`src/design/bmvp_pkg.sv`:
```
// Package for the batched matrix-vector product block.
// Holds the fixed field widths, register indexes and the pipeline tag type.
// No dependencies.
package bmvp_pkg;

  // Fixed widths of the payload and configuration words
  localparam int unsigned ElemW   = 16;
  localparam int unsigned ProdW   = 2 * ElemW;
  localparam int unsigned AccW    = 48;
  localparam int unsigned CfgW    = 11;
  localparam int unsigned RowOutW = 10;
  localparam int unsigned CfgIdxW = 1;

  // Configuration register indexes
  localparam logic [CfgIdxW-1:0] REG_VECTOR_LENGTH = 1'd0;
  localparam logic [CfgIdxW-1:0] REG_CHANNEL_COUNT = 1'd1;

  // Saturation bounds of the accumulator
  localparam logic signed [AccW-1:0] ACC_MAX = {1'b0, {(AccW-1){1'b1}}};
  localparam logic signed [AccW-1:0] ACC_MIN = {1'b1, {(AccW-1){1'b0}}};

  // Tag that travels with a matrix word down the MAC pipeline
  typedef struct packed {
    logic                      valid;
    logic                      row_end;
    logic                      last;
    logic [RowOutW-1:0]        row_index;
    logic signed [ElemW-1:0]   element;
  } mac_tag_t;

endpackage

```
`src/design/bmvp_sequencer.sv`:
```
// Sequencer: configuration registers, load pointer, column and row counters.
// Drives the vector store port and issues tagged matrix words to the MAC.
// Depends on bmvp_pkg.
module bmvp_sequencer import bmvp_pkg::*; #(
  parameter int unsigned MaxLength = 1024,
  parameter int unsigned MaxRows   = 1024
) (
  input  logic                           clk_i,
  input  logic                           rst_ni,
  input  logic                           accept_i,
  input  logic                           kind_i,
  input  logic signed [ElemW-1:0]        element_i,
  input  logic                           cfg_we_i,
  input  logic [CfgIdxW-1:0]             cfg_index_i,
  input  logic [CfgW-1:0]                cfg_wdata_i,
  output logic                           mem_we_o,
  output logic                           mem_re_o,
  output logic [$clog2(MaxLength)-1:0]   mem_addr_o,
  output logic signed [ElemW-1:0]        mem_wdata_o,
  output mac_tag_t                       tag_o
);

  localparam int unsigned AddrW  = $clog2(MaxLength);
  localparam int unsigned LenW   = $clog2(MaxLength + 1);
  localparam int unsigned LenCmpW = (LenW > CfgW) ? LenW : CfgW;
  localparam int unsigned RowW   = (MaxRows > 1) ? $clog2(MaxRows) : 1;
  localparam int unsigned RowsW  = $clog2(MaxRows + 1);
  localparam int unsigned RowCmpW = ((RowsW > CfgW) ? RowsW : CfgW) + 1;

  logic [CfgW-1:0]     len_cfg_q, rows_cfg_q;
  logic [AddrW-1:0]    load_q, load_d;
  logic [AddrW-1:0]    col_q, col_d;
  logic [RowW-1:0]     row_q, row_d;
  logic [LenCmpW-1:0]  len_eff, len_cfg_x, load_next, col_next;
  logic [RowCmpW-1:0]  rows_eff, rows_cfg_x, row_next;
  logic                row_end, row_last;
  mac_tag_t            tag_q, tag_d;

  // Clamp the register values to the supported range
  always_comb begin
    len_cfg_x  = LenCmpW'(len_cfg_q);
    rows_cfg_x = RowCmpW'(rows_cfg_q);
    if (len_cfg_x == '0) begin
      len_eff = LenCmpW'(1);
    end else if (len_cfg_x > LenCmpW'(MaxLength)) begin
      len_eff = LenCmpW'(MaxLength);
    end else begin
      len_eff = len_cfg_x;
    end
    if (rows_cfg_x == '0) begin
      rows_eff = RowCmpW'(1);
    end else if (rows_cfg_x > RowCmpW'(MaxRows)) begin
      rows_eff = RowCmpW'(MaxRows);
    end else begin
      rows_eff = rows_cfg_x;
    end
  end

  // Configuration writes
  always_ff @(posedge clk_i or negedge rst_ni) begin
    if (!rst_ni) begin
      len_cfg_q  <= CfgW'(64);
      rows_cfg_q <= CfgW'(64);
    end else if (cfg_we_i) begin
      case (cfg_index_i)
        REG_VECTOR_LENGTH: len_cfg_q  <= cfg_wdata_i;
        REG_CHANNEL_COUNT: rows_cfg_q <= cfg_wdata_i;
        default: ;
      endcase
    end
  end

  // Advance pointers and counters for an accepted word
  always_comb begin
    load_next = LenCmpW'(load_q) + LenCmpW'(1);
    col_next  = LenCmpW'(col_q) + LenCmpW'(1);
    row_next  = RowCmpW'(row_q) + RowCmpW'(1);
    row_end   = (col_next >= len_eff);
    row_last  = (row_next >= rows_eff);
    load_d    = load_q;
    col_d     = col_q;
    row_d     = row_q;
    if (accept_i && !kind_i) begin
      load_d = (load_next >= len_eff) ? '0 : AddrW'(load_next);
    end
    if (accept_i && kind_i) begin
      if (row_end) begin
        col_d = '0;
        row_d = row_last ? '0 : RowW'(row_next);
      end else begin
        col_d = AddrW'(col_next);
      end
    end
  end

  // Drive the store port: a load writes, a matrix word reads its column
  always_comb begin
    mem_we_o    = accept_i && !kind_i;
    mem_re_o    = accept_i && kind_i;
    mem_addr_o  = kind_i ? col_q : load_q;
    mem_wdata_o = element_i;
  end

  // Build the tag; it is registered so that it meets the registered read word
  always_comb begin
    tag_d.valid     = accept_i && kind_i;
    tag_d.row_end   = row_end;
    tag_d.last      = row_last;
    tag_d.row_index = RowOutW'(row_q);
    tag_d.element   = element_i;
  end

  always_ff @(posedge clk_i or negedge rst_ni) begin
    if (!rst_ni) begin
      load_q <= '0;
      col_q  <= '0;
      row_q  <= '0;
      tag_q  <= '0;
    end else begin
      load_q <= load_d;
      col_q  <= col_d;
      row_q  <= row_d;
      tag_q  <= tag_d;
    end
  end

  assign tag_o = tag_q;

  // Tags follow accepted matrix words, the column counter clears at row end and loads leave the row alone
  assert property (@(posedge clk_i) disable iff (!rst_ni)
    tag_q.valid |-> $past(accept_i && kind_i))
    else $error("matrix tag without an accepted matrix word");
  assert property (@(posedge clk_i) disable iff (!rst_ni)
    (accept_i && kind_i && row_end) |=> (col_q == '0))
    else $error("column counter did not clear at row end");
  assert property (@(posedge clk_i) disable iff (!rst_ni)
    (accept_i && !kind_i) |=> ($stable(col_q) && $stable(row_q)))
    else $error("load disturbed the row in progress");

endmodule

```
`config.mk`:
```
export PLATFORM = sky130hd
export DESIGN_NAME = bmvp_sequencer
export DESIGN_NICKNAME = d
export VERILOG_FILES = /design/src/design/bmvp_pkg.sv /design/src/design/bmvp_sequencer.sv
export SDC_FILE = /design/constraint.sdc
export NUM_CORES = 1
export LEC_CHECK = 0
export BUFFER_PORTS_ARGS = -buffer_cell sky130_fd_sc_hd__buf_4
export CAP_MARGIN = 10
export CORE_ASPECT_RATIO = 0.8
export CORE_UTILIZATION = 30
export CTS_CLUSTER_SIZE = 16
export DETAILED_ROUTE_END_ITERATION = 10
export SYNTH_ARGS = -nofsm -noshare
export SYNTH_HDL_FRONTEND = slang
export SYNTH_SLANG_ARGS = --single-unit
```
`constraint.sdc`:
```
create_clock -name clk_i -period 7.05 [get_ports clk_i]
set_input_delay 1.0575 -clock clk_i [delete_from_list [all_inputs] [get_ports clk_i]]
set_output_delay 1.0575 -clock clk_i [all_outputs]
set_load 0.1 [all_outputs]
```
==> results by group, run 1 <==
Routing
  • Routed Antenna Nets: 0
  • Initial DRT Pass Iterations: 4
  • Remaining DRCs: 0
  • DR iter-0 viols: 236
  • WL final: 9890 um
  • Via density: 4.77
  • Drt wl/cell: 14.7 um
  • Via Count: 3,210

Critical path
  • Req. time, crit path: 5.99 ns
  • Crit start category: input pin
  • Kind of critical path: in2out
  • Crit path max fanout: 13
  • Max incr delay on CP: 0.34 ns
  • Cell mode on critical path: buf_4
  • Worst-path cell chain: buf_4 -> nand2_1 -> inv_1 -> buf_4
  • Worst EP arrival: 2.12 ns
  • CP endpoint kind: output port
  • Slowest CP cell: buf_4

Yosys
  • Synth top cells by count: 79 x dfrtp_1, 65 x nand2_1, 36 x ha_1
  • Post-synth net total: 480
  • Area leader, netlist: dfrtp_1
  • YS warnings: 0
  • Most common cell in the netlist: dfrtp_1
  • Synthesized area per cell: 10.6 sq um
  • Synth top area cells: dfrtp_1 45%, ha_1 10%, mux2_2 8.0%
  • Synth unique cells: 47
  • Post-synth top area share: 45.2%
  • Post-synth ARST share: between 90% and 100%
  • Synthesized area: ~4400 sq um
  • Mapped Cells: 411
  • Commonest register cell after synthesis: dfrtp_1
  • EDFF count, synth: 0
  • #FFs+latches synth: 81
  • Register area share after synthesis: 46.4%

STA
  • RSZ-0062 raised after global routing: false
  • Final setup TNS: 0 ns
  • Slew headroom: 31.3%
  • Final setup vio count: 0
  • Worst Tran Pin Value: slightly above 1 ns
  • Final Hold Vio Count: 0
  • Period utilization: 45.0%
  • Slew Viols, Final: 0
  • Max Clk Rate: 315 MHz
  • Clock skew: 0.00707 ns
  • Final worst slack: 3.88 ns
  • Minimum clock period: 3.17 ns

Place
  • Routability cong.: 0.791
  • Post-DP HPWL: 7490 um
  • # port buffers: 89
  • DP Area: 5080 sq um
  • Pre-CTS setup slack: 3.89 ns

Floorplanning
  • I/O pin total: 90
  • Initial Util: 30.7%
  • Core area: ~14,000 sq um
  • Row count: 39
  • Die Footprint: 15,100 sq um
  • Die Span Y: 110 um
  • Die Wd: 137 um

Global routing
  • Global route hottest layer: met2
  • Overflow left after global routing: 0
  • GRT Util Overall: 14.3%
  • Met3 Use GR: 5.30%
  • Met1 usage: about a fifth
  • Initial antenna violation count: 0
  • Met2 Usage GRT: 21.9%
  • Pin count of the biggest net entering global routing: 82
  • Global-route wire length before repair: 16,100 um
  • Vias in the first global route: 3,222

Power
  • Pwr Total: 1790 uW
  • Pint: 1070 uW
  • Sequential group share of total power: 34.1%
  • Gate power share: between 30 and 40%
  • Net switching power figure: 721 uW
  • Sw frac: 40.2%
  • Leak: 0.00269 uW
  • Clock power frac: 29.4%
  • PD cells: 331 nW/um^2
  • Worst vdd ir: roughly 0.0003 V

Final layout
  • Share of layout cells above drive strength 1: 30.5%
  • ANT cells: 0
  • P&R area growth vs syn: 24.0%
  • Nets: 553
  • Post-route cell area: 5430 sq um
  • Final Util: about two fifths

CTS
  • Root Buffer: clkbuf_16
  • Hold-fix buffers, CTS: 0
  • CTS resizes: 0
  • Clock slew at reported path FFs: 0.06 ns
  • Worst-Skew Late Latency: 0.35 ns
  • Post-CTS Repair Setup Buffers: 0
  • CTS tree: yes
  • Total CTS buffers: 9
  • H-tree levels: 3
  • CTS Sinks: 81
  • Longest Clk Path Bufs: 2

Min path
  • HP Class: reg2reg

Outcome
  • Status: finished, final reports clean

Job
  • Max_cap viols: 0
-- cells in the final DEF, fill, tap and decap left out, types with 2 or more instances in the layout --
| cell | count |
|---|---|
| xnor2_1 | 13 |
| dfrtp_1 | 79 |
| a21oi_1 | 10 |
| and3_1 | 4 |
| mux2_2 | 31 |
| o21bai_1 | 3 |
| a21o_1 | 3 |
| clkbuf_8 | 3 |
| nand2b_1 | 9 |
| buf_4 | 89 |
| nand3_1 | 16 |
| a221o_1 | 2 |
| nor2_1 | 21 |
| nand4_1 | 4 |
| dfstp_2 | 2 |
| a211oi_1 | 4 |
| ha_1 | 36 |
| clkbuf_16 | 9 |
| nor2b_1 | 5 |
| xor2_1 | 10 |
| bufinv_16 | 2 |
| inv_1 | 11 |
| nand2_1 | 65 |
| o21ai_2 | 3 |
| a31oi_1 | 2 |
| o21ai_0 | 13 |
| a22o_1 | 10 |
| o21ai_1 | 6 |
| nor4_1 | 4 |
| a211o_1 | 2 |
-- power groups by stage --
stage          registers (uW)  logic (uW)  clock network [uW]
6_report                  612         655                 528
5_1_grt                   624         719                 562
4_1_cts                   611         665                 545
3_5_place_dp              620         663                   0
3_3_place_gp              617         644                   0
2_1_floorplan             714         405                   0
-- metrics by stage --
step	instances	hold WS (ns)
6_report	673	0.449
5_1_grt	673	0.469
4_1_cts	673	0.455
3_5_place_dp	657	0.437
3_3_place_gp	657	0.430
2_1_floorplan	411	0.412
-- metal layers --
layer	routed length [um]	vias to the layer above
met1	4670	1555
li1	-	1566
met4	122	0
met3	603	10
met5	0	-
met2	4490	79
-- state kept, by name, summed over array words and instances, names as in the netlist --
name,cells
tag_o,29
len_cfg_q,11
rows_cfg_q,11
col_q,10
load_q,10
row_q,10
-- worst max-delay path: cells and delay by family --
kind                   cells  cell delay, ns
buffers and inverters      3            0.80
and+or+nand+nor            1            0.25
-- worst paths after layout --
check	to	start	cells after the start	slack, ns
worst max-delay path	mem_re_o	kind_i	4	3.88
min in group asynchronous	tag_o[9]	rst_ni	1	0.87
worst min register to register	tag_o[25]	row_q[9]	0	0.45
worst max register to register	load_q[8]	load_q[0]	10	3.93
worst min-delay path	tag_o[25]	row_q[9]	0	0.45
max in group asynchronous	col_q[2]	rst_ni	1	5.49
-- cell type report --
type | count | area (sq um)
fillers | 1420 | 8820
flip-flops and latches | 81 | 2030
clock inverters | 4 | 73.8
repair buffers | 89 | 668
well taps | 184 | 230
multi-input cells | 291 | 2110
inverters | 12 | 45.0
clock buffers | 12 | 267
-- cells by family (layout without fill, tap and decap cells) --
logic type	Yosys count	count (layout)	share of synthesized area (%)
simple gates	136	136	15.0
flops	81	81	46.4
compound gates	65	65	10.4
buf+inv	39	117	5.35
fa+ha+maj	36	36	10.3
mux	31	31	7.98
xor+xnor	23	23	4.60
Power figures use the tool's default switching activity.
==> run 2: changes to the inputs <==
clock period = 2.99 ns   (was 7.05 ns; I/O delays follow)
==> results by group, run 2 (synthesized netlist as in run 1, its figures left out) <==
STA
  • Worst Tran Pin Value: 1.02 ns
  • Slew headroom: roughly a third
  • Max Clk Rate: roughly 360 MHz
  • Clock skew: 0.00855 ns
  • Period utilization: 93.5%
  • Hold Slack: 0.213 ns
  • Slew Viols, Final: 0
  • RSZ-0062 raised after global routing: false
  • Final Hold Vio Count: 0
  • Final setup vio count: 0
  • Final setup TNS: 0 ns
  • Minimum clock period: 2.80 ns

Floorplanning
  • Initial Util: 30.7%
  • I/O pin total: 90
  • Die Footprint: 15,100 sq um
  • Row count: 39
  • Die Wd: between 100 and 150 um
  • Die Span Y: 110 um
  • Core area: 14,200 sq um

Routing
  • Via density: 4.73
  • Initial DRT Pass Iterations: 4
  • Routed Antenna Nets: 0
  • WL final: 9950 um
  • DR iter-0 viols: 144
  • Drt wl/cell: 14.6 um
  • Via Count: between 3,000 and 4,000
  • Remaining DRCs: 0

Place
  • Post-DP HPWL: about 7500 um
  • # port buffers: about 90
  • Placed Instances: 663
  • Routability cong.: 0.841

Critical path
  • End point of the critical path: load_q[8]
  • Slowest CP cell: or4_1
  • Kind of cell adding the most delay to the critical path: simple AND/OR/NAND/NOR gates
  • CP endpoint kind: flop
  • RR Endpoint: load_q[8]
  • Crit path buf inv count: 0
  • Crit start category: flop
  • Critical R2R Launch: load_q[1]
  • Kind of critical path: reg2reg
  • Crit path max fanout: 6
  • Worst-path cell chain: ha_1 -> nand3_1 -> nor2_1 -> xnor2_1 -> ha_1 -> nand3_1 -> or4_1 -> o21ai_4 -> nand3b_4 -> o21ai_2
  • Worst EP arrival: 3.03 ns
  • CP startpoint: load_q[1]
  • Cell depth of the worst setup path: 10
  • Req. time, crit path: 3.22 ns
  • Cells on worst reg2reg path: 10
  • Reg-to-reg slack, setup: slightly below 0.2 ns
  • Max incr delay on CP: 0.62 ns

CTS
  • Worst-Skew Late Latency: 0.35 ns
  • Longest Clk Path Bufs: 2
  • CTS tree: yes
  • Hold-fix buffers, CTS: 0
  • Total CTS buffers: 9
  • Root Buffer: clkbuf_16
  • H-tree levels: 3
  • Clock slew at reported path FFs: 0.06 ns
  • CTS Sinks: 81

Global routing
  • Initial antenna violation count: 0
  • GRT Util Overall: 14.3%
  • Pin count of the biggest net entering global routing: just over 80
  • Global-route wire length before repair: 16,100 um
  • Overflow left after global routing: 0
  • Vias in the first global route: ~3,200

Final layout
  • ANT cells: 0
  • Register area: just over 2000 sq um
  • Nets: roughly 560
  • Share of layout cells above drive strength 1: 32.4%
  • # fillers: about 1,400
  • P&R area growth vs syn: 25.0%
  • Commonest non-fill, non-tap cells in the layout: 96 x buf_4, 77 x dfrtp_1, 65 x nand2_1
  • Leading cell type in the layout, fill and taps excluded: buf_4
  • Post-Layout Cell Count: just under 700
  • Max FFs per register: 29
  • Area of the multi-input gates: 2130 sq um

Job
  • Max_cap viols: 0

Power
  • PD cells: about 770 nW/um^2
  • Leak: 0.00270 uW
  • Worst vdd ir: 0.000563 V

Min path
  • HP Class: in2reg

Outcome
  • Status: finished, final reports clean
## run 2: changes by cell type in the layout (fill, tap and decap cells not counted), sizes merged
cell,change
buf,+7
bufinv,-1
clkinvlp,+1
o21ai,+1
## run 2: power breakdown
group	switching [uW]	internal [uW]	total, uW
clock	446	692	1140
sequential	157	1260	1420
combinational	1140	511	1650
total	1740	2470	4210
## run 2: final cells by class
cell class                      instances  area share (%)
Clock inverter                          4           0.938
Sequential cell                        81            37.1
Multi-Input combinational cell        292            39.0
Clock buffer                           12            4.69
Tap cell                              184            4.21
Timing Repair Buffer                   96            13.2
Inverter                               12           0.823
## run 2: stage by stage
stage | worst slack (ns) | instance area, sq um | utilization (%) | total power, uW
after floorplan | 0.294 | 4380 | - | 2640
after global placement | 0.153 | 5130 | 36.0 | 3000
after detailed placement | 0.0177 | 5130 | 36.0 | 3060
after CTS | 0.00562 | 5440 | 38.2 | 4220
after global routing | 0.00504 | 5470 | 38.4 | 4440
final | 0.194 | 5470 | 38.4 | 4210
## run 2: metal layers
layer	global-route usage [%]	share of wire [%]
met1	19.3	49
met2	21.5	44
met3	4.66	5.4
met4	4.71	1.4
met5	0	0
## run 2: repair_timing
| item | 4_1_cts | 5_1_grt |
|---|---|---|
| buffers inserted | 0 | 1 |
| resized for setup | 0 | 6 |
| setup endpoints to repair | 0 | 21 |
| hold endpoints to repair | 0 | 0 |
## run 2: worst min-delay path by stage
stage | slack, ns | from | endpoint | cells past startpoint
after global routing | 0.19 | element_i[8] | tag_o[8] | 1
after floorplan | 0.15 | rst_ni | col_q[0] | 0
after global placement | 0.43 | row_q[9] | tag_o[25] | 0
after detailed placement | 0.44 | row_q[9] | tag_o[25] | 0
final | 0.21 | element_i[0] | tag_o[0] | 1
after CTS | 0.20 | element_i[0] | tag_o[0] | 1
