## src/design/bmvp_pkg.sv

```systemverilog
// Package for the batched matrix-vector product block.
// Holds the fixed field widths, register indexes and the pipeline tag type.
// No dependencies.
package bmvp_pkg;

  // Fixed widths of the payload and configuration words
  localparam int unsigned ElemW   = 16;
  localparam int unsigned ProdW   = 2 * ElemW;
  localparam int unsigned AccW    = 48;
  localparam int unsigned CfgW    = 11;
  localparam int unsigned RowOutW = 10;
  localparam int unsigned CfgIdxW = 1;

  // Configuration register indexes
  localparam logic [CfgIdxW-1:0] REG_VECTOR_LENGTH = 1'd0;
  localparam logic [CfgIdxW-1:0] REG_CHANNEL_COUNT = 1'd1;

  // Saturation bounds of the accumulator
  localparam logic signed [AccW-1:0] ACC_MAX = {1'b0, {(AccW-1){1'b1}}};
  localparam logic signed [AccW-1:0] ACC_MIN = {1'b1, {(AccW-1){1'b0}}};

  // Tag that travels with a matrix word down the MAC pipeline
  typedef struct packed {
    logic                      valid;
    logic                      row_end;
    logic                      last;
    logic [RowOutW-1:0]        row_index;
    logic signed [ElemW-1:0]   element;
  } mac_tag_t;

endpackage

```

## src/design/bmvp_mac.sv

```systemverilog
// MAC pipeline: multiply stage, saturating 48-bit accumulate stage, result register.
// Depends on bmvp_pkg for the tag type and saturation bounds.
module bmvp_mac import bmvp_pkg::*; (
  input  logic                        clk_i,
  input  logic                        rst_ni,
  input  mac_tag_t                    tag_i,
  input  logic signed [ElemW-1:0]     vec_i,
  output logic                        result_valid_o,
  output logic signed [AccW-1:0]      dot_product_o,
  output logic [RowOutW-1:0]          row_index_o,
  output logic                        last_of_sample_o,
  output logic                        saturated_o
);

  mac_tag_t                tag2_q;
  logic signed [ProdW-1:0] prod_q;
  logic signed [AccW-1:0]  acc_q, acc_d, sum_sat;
  logic signed [AccW:0]    sum_wide;
  logic                    clip_q, clip_d, clip_now;
  logic                    valid_q;

  // Multiply stage
  always_ff @(posedge clk_i) begin
    prod_q <= tag_i.element * vec_i;
  end

  always_ff @(posedge clk_i or negedge rst_ni) begin
    if (!rst_ni) begin
      tag2_q <= '0;
    end else begin
      tag2_q <= tag_i;
    end
  end

  // Add and clip to the 48-bit range
  always_comb begin
    sum_wide = $signed({acc_q[AccW-1], acc_q}) + (AccW+1)'(prod_q);
    clip_now = (sum_wide[AccW] != sum_wide[AccW-1]);
    if (!clip_now) begin
      sum_sat = sum_wide[AccW-1:0];
    end else if (sum_wide[AccW]) begin
      sum_sat = ACC_MIN;
    end else begin
      sum_sat = ACC_MAX;
    end
  end

  // Hold the accumulator between words, clear it after a row
  always_comb begin
    acc_d  = acc_q;
    clip_d = clip_q;
    if (tag2_q.valid) begin
      if (tag2_q.row_end) begin
        acc_d  = '0;
        clip_d = 1'b0;
      end else begin
        acc_d  = sum_sat;
        clip_d = clip_q || clip_now;
      end
    end
  end

  always_ff @(posedge clk_i or negedge rst_ni) begin
    if (!rst_ni) begin
      acc_q   <= '0;
      clip_q  <= 1'b0;
      valid_q <= 1'b0;
    end else begin
      acc_q   <= acc_d;
      clip_q  <= clip_d;
      valid_q <= tag2_q.valid && tag2_q.row_end;
    end
  end

  // Result register
  always_ff @(posedge clk_i) begin
    if (tag2_q.valid && tag2_q.row_end) begin
      dot_product_o    <= sum_sat;
      row_index_o      <= tag2_q.row_index;
      last_of_sample_o <= tag2_q.last;
      saturated_o      <= clip_q || clip_now;
    end
  end

  assign result_valid_o = valid_q;

  assert property (@(posedge clk_i) disable iff (!rst_ni)
    result_valid_o |-> $past(tag_i.valid && tag_i.row_end, 2))
    else $error("result word without a row end two stages back");
  assert property (@(posedge clk_i) disable iff (!rst_ni)
    (tag2_q.valid && tag2_q.row_end) |=> (acc_q == '0 && !clip_q))
    else $error("accumulator not cleared after row end");
  assert property (@(posedge clk_i) disable iff (!rst_ni)
    !tag2_q.valid |=> (acc_q == $past(acc_q) && clip_q == $past(clip_q)))
    else $error("accumulator moved without a matrix word");

endmodule

```

## config.mk

```make
export PLATFORM = sky130hd
export DESIGN_NAME = bmvp_mac
export DESIGN_NICKNAME = d
export VERILOG_FILES = /design/src/design/bmvp_pkg.sv /design/src/design/bmvp_mac.sv
export SDC_FILE = /design/constraint.sdc
export NUM_CORES = 1
export LEC_CHECK = 0
export BUFFER_PORTS_ARGS = -buffer_cell sky130_fd_sc_hd__buf_2
export CAP_MARGIN = 20
export CORE_UTILIZATION = 60
export DETAILED_ROUTE_END_ITERATION = 12
export GPL_TIMING_DRIVEN = 0
export PLACE_DENSITY = 0.79
export SLEW_MARGIN = 20
export SYNTH_ARGS = -nofsm -noshare
export SYNTH_HDL_FRONTEND = slang
export SYNTH_SLANG_ARGS = --single-unit
```

## constraint.sdc

```tcl
create_clock -name clk_i -period 9.2 [get_ports clk_i]
set_input_delay 1.84 -clock clk_i [delete_from_list [all_inputs] [get_ports clk_i]]
set_output_delay 1.84 -clock clk_i [all_outputs]
set_load 0.005 [all_outputs]
```

==> results of run 1 <==
==> per-layer routing <==
metal	up-vias	wire, microns	GRT usage (%)
met5	-	0	0
met4	0	1344	10.89
met3	91	2812	4.112
met2	522	21770	53.00
met1	6820	18810	40.67
li1	6258	-	-
==> Yosys cell counts (4+ instances only) <==
master,n
a211oi_1,10
a21boi_0,5
a21o_1,52
a21oi_1,122
a311oi_1,4
a31oi_1,9
and2_1,132
and3_1,12
buf_2,5
buf_4,4
clkbuf_1,64
dfrtp_1,63
dfxtp_1,32
edfxtp_1,60
fa_1,263
ha_1,130
inv_1,344
maj3_1,22
nand2_1,177
nand2b_1,13
nand3_1,17
nand4_1,7
nor2_1,78
nor3_1,8
nor4_1,4
o211ai_1,8
o21a_1,11
o21ai_0,40
o21bai_1,9
o22ai_1,38
or3_1,4
xnor2_1,48
xor2_1,29
==> registers in the layout, indices dropped and copies added (netlist names) <==
name and cells:
last_of_sample_o 1, acc_q 48, prod_q 32, saturated_o 1, result_valid_o 1, dot_product_o 48
clip_q 1, tag2_q 13, row_index_o 10
==> final cells by class <==
class	instances	area, sq um
Clock buffer	18	429.2
Multi-Input combinational cell	1298	12200
Fill cell	2355	9505
Buffer	75	302.8
Clock inverter	14	138.9
Timing Repair Buffer	108	565.5
Sequential cell	155	4019
Inverter	344	1294
Tap cell	384	480.5
==> logic make-up after synthesis <==
group	after synthesis
and+or+nand+nor	467
buffers and inverters	419
adders and majority gates	415
AOI/OAI and AO/OA	338
DFF	155
xor gates and xnor gates	77
muxes	1
==> how the worst max path moves through the flow <==
stage	slack (ns)	from	endpoint
floorplan	1.54	vec_i[7]	prod_q[30]
global placement	0.60	tag_i[7]	prod_q[30]
detailed placement	0.45	tag_i[7]	prod_q[30]
CTS	0.91	tag_i[7]	prod_q[30]
global route	0.64	tag_i[7]	prod_q[30]
finish	0.90	tag_i[7]	prod_q[30]
==> cells in the final DEF (no fill, tap or decap), types with 5 or more instances in the layout <==
cell type	n
o21ai_0	40
dfxtp_1	32
buf_2	111
o211ai_1	8
inv_1	343
o22ai_1	38
xor2_1	29
clkbuf_1	65
o21a_1	11
xnor2_1	48
o21bai_1	9
clkbuf_16	17
edfxtp_1	60
nand2b_1	13
a21oi_1	122
nor3_1	8
and2_1	132
and3_1	12
nand3_1	17
nand2_1	177
nand4_1	7
dfrtp_1	63
nor2_1	78
ha_1	130
maj3_1	22
a211oi_1	10
a21o_1	52
buf_4	5
fa_1	263
a21boi_0	5
a31oi_1	9
==> metrics by stage <==
stage	worst slack (ns)	utilization (%)
finish	0.9005	67.15
global route	0.6388	67.15
CTS	0.9099	67.15
detailed placement	0.4509	65.18
global placement	0.5952	65.07
floorplan	1.541	-
==> flow_metrics.py, run 1 <==
metrics = {
    "timing": {
        "setup_violations": 0,
        "slew_headroom_pct": 37.68,
        "fmax_ghz": 0.1205,
        "tightest_slew_ns": 0.9335,
        "skew_ns": 0.01005,
        "hold_viol": 0,
        "slew_viol_final": 0,
        "min_period_ns": 8.300,
        "fin_hold_ws_ns": 0.4183,
        "finalCritPeriodShare_pct": 90.21,
        "tns_ns": 0,
        "rsz0062_at_grt": "false",
    },
    "die": {
        "die-area_sq_mm": 0.03038,
        "io_pins": 108,
        "die_w_microns": 174.3,
        "num_rows": 62,
        "dieHeight_microns": 174.3,
        "start_util_pct": 61.56,
        "core_sq_mm": 0.02894,
    },
    "synthesis": {
        "synth_top_family_by_area": "adder cells",
        "synth_fa_ha_area_share_pct": 39.93,
        "synth_compound_area_share_pct": 11.96,
        "synth-seq-area-share_pct": 22.56,
        "ys_seq_elements": 155,
        "synth_area_leaders": "fa_1 30%, edfxtp_1 10%, ha_1 9.1%",
        "synth_ff_type": "dfrtp_1",
        "syn_area_per_cell_sq_um": 9.515,
        "yosys.area_share.simple_pct": 12.74,
        "syn_inst": 1872,
        "muxShareOfSynthArea_pct": 0.07727,
        "synth_area_sq_mm": 0.01781,
        "synth_top_area_share_pct": 29.56,
        "ys_async_sr_fraction_pct": 40.65,
        "synth_edf_count": 60,
        "netlist.top_cell.by_area": "fa_1",
        "yosys_warnings": 0,
        "ys_types": 64,
        "syn_nets": 2312,
        "synth_xor_area_share_pct": 3.786,
    },
    "critical_path": {
        "cpPeakStageDelay_ns": 0.59,
        "r2r_setup_slack_ns": 4.80,
        "path_max_fanout": 10,
        "start_kind": "primary input",
        "crit_required_ns": 9.57,
        "critPathTopFamily": "adder cells",
        "path_buf_inv": 7,
        "r2r-end": "acc_q[26]",
        "cp_common_cell": "fa_1",
        "path_depth": 25,
        "rr_worst_depth": 13,
        "cp_slowest_cell": "fa_1",
        "cp-end-kind": "flip-flop",
        "cp.arrival_ns": 8.67,
        "worstSetupPathType": "in2reg",
        "r2r_start": "prod_q[31]",
    },
    "place": {
        "dpl_cell_area_sq_mm": 0.01886,
        "gp_congestion": 0.9444,
        "io_buffers": 107,
        "hpwl_microns": 36330,
        "dp_cells": 2364,
    },
    "global_route": {
        "grt_pass1_wl_microns": 73610,
        "grt_use_total_pct": 31.03,
        "grt_start_max_net_pins": 62,
        "grt_pass1_vias": 14460,
        "grt_overflow": 0,
        "antenna_found_initial": 0,
    },
    "clock_tree": {
        "clockRootBuffer": "clkbuf_16",
        "clkLatencyLatePin_ns": 0.44,
        "cts_buffers": 17,
        "cts.sinks": 155,
        "htree_levels": 4,
        "post_cts_buffers": 0,
        "cts_resized": 0,
        "path_clk_slew_ns": 0.06,
        "holdBufCountCts": 0,
        "cts_buffer_depth": 2,
        "cts_tree": "built",
    },
    "hold_path": {
        "hold_end": "row_index_o[8]",
        "min_path_cells": 0,
        "hp-start": "tag2_q[24]",
        "hold_path.class": "reg2reg",
    },
    "outcome": {
        "status": "complete, no violations",
    },
    "route": {
        "vias_per_cell": 5.714,
        "drt_iter0_drc": 971,
        "wl_microns": 44740,
        "ant_nets": 0,
        "wl_per_cell_microns": 18.67,
        "vias": 13690,
        "drt_pass1_iterations": 7,
        "drc": 0,
    },
    "cells_and_area": {
        "finish.instance_area_sq_mm": 0.01943,
        "areaGrowthSynthToFinish_pct": 9.083,
        "final_cells": 2396,
        "nets": 2439,
        "diodes": 0,
        "drive_gt1_share_pct": 7.555,
    },
    "job": {
        "cap_violations": 0,
    },
}
Power of run 1 is left out: the tool's default activity adds up to more than one toggle a clock period on the data nets, which glitch-free logic cannot reach.
==> run 2: changes to the inputs <==
- CELL_PAD_IN_SITES_DETAIL_PLACEMENT: default -> 0
- CELL_PAD_IN_SITES_GLOBAL_PLACEMENT: default -> 2
- CORE_UTILIZATION: 60 -> 44
- GPL_TIMING_DRIVEN: 0 -> default
- PLACE_DENSITY: 0.79 -> default
- PLACE_DENSITY_LB_ADDON: default -> 0.1
==> flow_metrics.py, run 2 (synthesis results as in run 1) <==
metrics = {
    "route": {
        "vias": 12680,
        "vias_per_cell": 5.134,
        "drc": 0,
        "drt_iter0_drc": 593,
        "wl_microns": 43480,
        "wl_per_cell_microns": 17.60,
        "drt_pass1_iterations": 5,
        "ant_nets": 0,
    },
    "die": {
        "num_rows": 73,
        "die-area_sq_mm": 0.04129,
        "core_sq_mm": 0.03982,
        "die_w_microns": 203.2,
        "start_util_pct": 44.73,
        "io_pins": 108,
        "dieHeight_microns": 203.2,
    },
    "timing": {
        "setup_violations": 0,
        "skew_ns": 0.01035,
        "slew_headroom_pct": 36.58,
        "tns_ns": 0,
        "min_period_ns": 7.796,
        "hold_viol": 0,
        "finalCritPeriodShare_pct": 84.74,
        "fmax_ghz": 0.1283,
        "tightest_slew_ns": 0.9513,
        "rsz0062_at_grt": "false",
        "slew_viol_final": 0,
    },
    "clock_tree": {
        "cts.sinks": 155,
        "holdBufCountCts": 0,
        "cts_buffer_depth": 2,
        "clkLatencyLatePin_ns": 0.43,
        "cts_buffers": 17,
        "path_clk_slew_ns": 0.06,
        "post_cts_buffers": 0,
        "cts_resized": 0,
        "clockRootBuffer": "clkbuf_16",
        "cts_tree": "built",
        "htree_levels": 4,
    },
    "cells_and_area": {
        "nets": 2372,
        "reg_top3": "acc_q (48), dot_product_o (48), prod_q (32)",
        "final_cell_mix": "343 x inv_1, 263 x fa_1, 177 x nand2_1",
        "final_common_cell": "inv_1",
        "areaGrowthSynthToFinish_pct": 8.773,
        "drive_gt1_share_pct": 7.969,
        "diodes": 0,
    },
    "critical_path": {
        "r2r_setup_slack_ns": 4.32,
        "r2r_start": "prod_q[0]",
        "worstSetupPathType": "in2reg",
        "crit_required_ns": 9.56,
        "cp.arrival_ns": 8.15,
        "r2r-end": "dot_product_o[25]",
        "cp-end-kind": "flip-flop",
        "path_max_fanout": 16,
        "start_kind": "primary input",
        "rr_worst_depth": 15,
    },
    "place": {
        "io_buffers": 107,
        "hpwl_microns": 34250,
        "gp_congestion": 0.8351,
    },
    "hold_path": {
        "min_path_cells": 0,
        "hold_end": "row_index_o[8]",
        "hold_path.class": "reg2reg",
        "hp-start": "tag2_q[24]",
    },
    "global_route": {
        "grt_pass1_vias": 13550,
        "grt_overflow": 0,
        "grt_pass1_wl_microns": 72120,
        "grt_use_total_pct": 22.02,
        "grt_start_max_net_pins": 64,
        "antenna_found_initial": 0,
    },
    "job": {
        "cap_violations": 0,
    },
    "outcome": {
        "status": "complete, no violations",
    },
}
-- run 2: how the worst max path moves through the flow --
stage / start / endpoint / slack [ns] / cells past startpoint
after floorplan: vec_i[7] / prod_q[30] / 1.54 / 24
after global placement: tag_i[7] / prod_q[30] / 1.07 / 24
after detailed placement: tag_i[7] / prod_q[30] / 0.97 / 24
after CTS: tag_i[7] / prod_q[30] / 1.41 / 24
after global routing: tag_i[6] / prod_q[30] / 1.14 / 24
final: tag_i[7] / prod_q[30] / 1.40 / 24
-- run 2: cell type report --
type                            count  area, sq um
Fill cell                        3906        20450
Multi-Input combinational cell   1298        12210
Sequential cell                   155         4020
Inverter                          344         1291
Tap cell                          525        656.9
Timing Repair Buffer              116        603.1
Clock buffer                       17        425.4
Clock inverter                     15        171.4
-- run 2: worst max-delay path, cell delays in order --
cell and delay [ns]:
buf_2 0.29, nand2_1 0.14, fa_1 0.54, inv_1 0.05, fa_1 0.50, inv_1 0.05, fa_1 0.54, inv_1 0.05
fa_1 0.48, fa_1 0.50, inv_1 0.05, fa_1 0.47, inv_1 0.04, ha_1 0.35, a21oi_1 0.24, nor2b_1 0.08
o21a_1 0.17, o211ai_1 0.16, nand2_1 0.07, a221o_1 0.41, a41oi_1 0.32, o21ai_0 0.26, a221oi_1 0.41, xnor2_1 0.15
-- run 2: routing by layer --
metal / track usage [%] / routed length, microns
met5: 0 / 0
met1: 31.50 / 21720
met3: 1.694 / 1071
met2: 36.90 / 20270
met4: 4.082 / 425
-- run 2: through the flow --
stage               util, %  cells  area (sq um)  hold slack, ns  worst slack (ns)
CTS                   48.65   2470         19370          0.4218             1.407
global route          48.65   2470         19370          0.4224             1.143
finish                48.65   2470         19370          0.4187             1.404
detailed placement    47.15   2438         18780          0.4062            0.9668
global placement      47.15   2438         18780          0.4010             1.066
floorplan                 -   1872         17810          0.4007             1.541
Power of run 2 is left out for the same reason.
==> run 3: changes to the inputs <==
- CORE_UTILIZATION: 44 -> 41
- clock period: 9.2 -> 7.51 ns (I/O delays scaled with it)
==> flow_metrics.py, run 3 (synthesis results as in run 1) <==
metrics = {
    "route": {
        "wl_met1_microns": 22450,
        "routed.top_layer": "met4",
        "drt_iter0_drc": 691,
        "ant_nets": 0,
        "wl_per_cell_microns": 17.64,
        "drt_pass1_iterations": 5,
        "drc": 0,
        "wl_met3_microns": 1084,
        "vias": 12770,
        "vias_per_cell": 4.974,
        "wl_microns": 45290,
        "met2_length_microns": 21040,
    },
    "critical_path": {
        "cp_slowest_cell": "fa_1",
        "critPathTopFamily": "adder cells",
        "rr_worst_depth": 14,
        "worstSetupPathType": "in2reg",
        "path_max_fanout": 10,
        "cp-end-kind": "flip-flop",
        "cpPeakStageDelay_ns": 0.53,
        "cp_cell_sequence": "buf_2, nand2_1, fa_1, fa_1, fa_1, inv_1, fa_1, fa_1, inv_1, fa_1, inv_1, ha_1, a21oi_1, nor2b_1, o21a_1, o211ai_1, nand2_1, a221o_1, a41oi_1, o21ai_0, a221oi_1, xnor2_1",
        "path_buf_inv": 4,
        "cp.arrival_ns": 7.36,
        "cp_common_cell": "fa_1",
        "crit_required_ns": 7.89,
        "start_kind": "primary input",
        "path_depth": 22,
    },
    "cells_and_area": {
        "nets": 2417,
        "areaGrowthSynthToFinish_pct": 10.94,
        "final_common_cell": "inv_1",
        "diodes": 0,
        "final_cell_mix": "343 x inv_1, 263 x fa_1, 177 x nand2_1",
        "drive_gt1_share_pct": 10.00,
        "reg_top3": "acc_q (48), dot_product_o (48), prod_q (32)",
    },
    "timing": {
        "skew_ns": 0.009737,
        "min_period_ns": 6.976,
        "fmax_ghz": 0.1434,
        "tns_ns": 0,
        "setup_violations": 0,
        "rsz0062_at_grt": "false",
        "hold_viol": 0,
        "slew_headroom_pct": 37.50,
        "slew_viol_final": 0,
        "tightest_slew_ns": 0.9375,
        "finalCritPeriodShare_pct": 92.89,
    },
    "clock_tree": {
        "cts_tree": "built",
        "clkLatencyLatePin_ns": 0.45,
        "clockRootBuffer": "clkbuf_16",
        "cts_buffers": 17,
        "htree_levels": 4,
        "post_cts_buffers": 0,
        "holdBufCountCts": 0,
        "cts_buffer_depth": 2,
        "path_clk_slew_ns": 0.06,
        "cts_resized": 0,
        "cts.sinks": 155,
    },
    "place": {
        "io_buffers": 107,
        "gp_congestion": 0.8805,
        "hpwl_microns": 36720,
    },
    "die": {
        "io_pins": 108,
        "core_sq_mm": 0.04242,
        "start_util_pct": 41.99,
        "die-area_sq_mm": 0.04428,
        "die_w_microns": 210.4,
        "dieHeight_microns": 210.4,
        "num_rows": 75,
    },
    "global_route": {
        "grt_start_max_net_pins": 64,
        "grt_use_total_pct": 21.75,
        "grt_overflow": 0,
        "grt_pass1_vias": 13800,
        "grt_pass1_wl_microns": 75380,
        "antenna_found_initial": 0,
    },
    "hold_path": {
        "min_path_cells": 0,
        "hold_path.class": "reg2reg",
    },
    "job": {
        "cap_violations": 0,
    },
    "outcome": {
        "status": "complete, no violations",
    },
}
[run 3: cell count changes in the layout (fill, tap and decap cells not counted)]
cell	before	now
buf_4	9	53
clkinv_4	0	4
inv_8	6	2
buf_12	0	1
clkbuf_1	0	1
clkinv_1	0	1
clkinv_2	0	1
clkinv_8	1	0
clkinvlp_4	3	2
inv_6	4	3
o21a_1	11	10
o21a_2	0	1
[run 3: routing by layer]
metal | global-route usage (%) | up-vias
met5 | 0 | -
met4 | 5.472 | 0
met3 | 2.011 | 41
met2 | 35.72 | 191
met1 | 30.96 | 6324
li1 | - | 6212
[run 3: worst register-to-register path, cell delays in order, from the launching register on]
cell and delay, ns:
dfxtp_1 0.38, ha_1 0.20, inv_1 0.05, fa_1 0.39, nand2b_1 0.18, a21oi_1 0.33
o211a_1 0.26, a211o_1 0.23, o21a_1 0.26, a41o_1 0.35, a22o_1 0.17, buf_4 0.32
o21a_2 0.62, nand2_1 0.50, a21oi_1 0.38
[run 3: layout make-up]
class	count	area [sq um]
clock inverters	14	137.6
repair buffers	161	953.4
fillers	4205	22650
clock buffers	18	429.2
multi-input cells	1298	12210
flip-flops and latches	155	4020
inverters	344	1291
well taps	577	721.9
[run 3: path summary, 6_finish.rpt]
kind	start	endpoint	slack, ns
max in group asynchronous	rst_ni	tag2_q[22]	5.61
max	vec_i[1]	prod_q[30]	0.53
min reg2reg	tag2_q[26]	last_of_sample_o	0.42
max reg2reg	prod_q[0]	dot_product_o[25]	2.68
min	tag2_q[26]	last_of_sample_o	0.42
min in group asynchronous	rst_ni	result_valid_o	1.25
[run 3: metrics by stage]
step	cell area, sq um	setup WS, ns	utilization [%]	hold slack [ns]	std cells
2_1_floorplan	17810	0.1893	-	0.4007	1872
3_3_place_gp	19190	0.07336	45.25	0.4007	2535
3_5_place_dp	19190	0.008586	45.25	0.4050	2535
4_1_cts	19760	0.5062	46.59	0.4204	2567
5_1_grt	19760	0.1715	46.59	0.4228	2567
6_report	19760	0.5341	46.59	0.4187	2567
Power of run 3 is left out for the same reason.
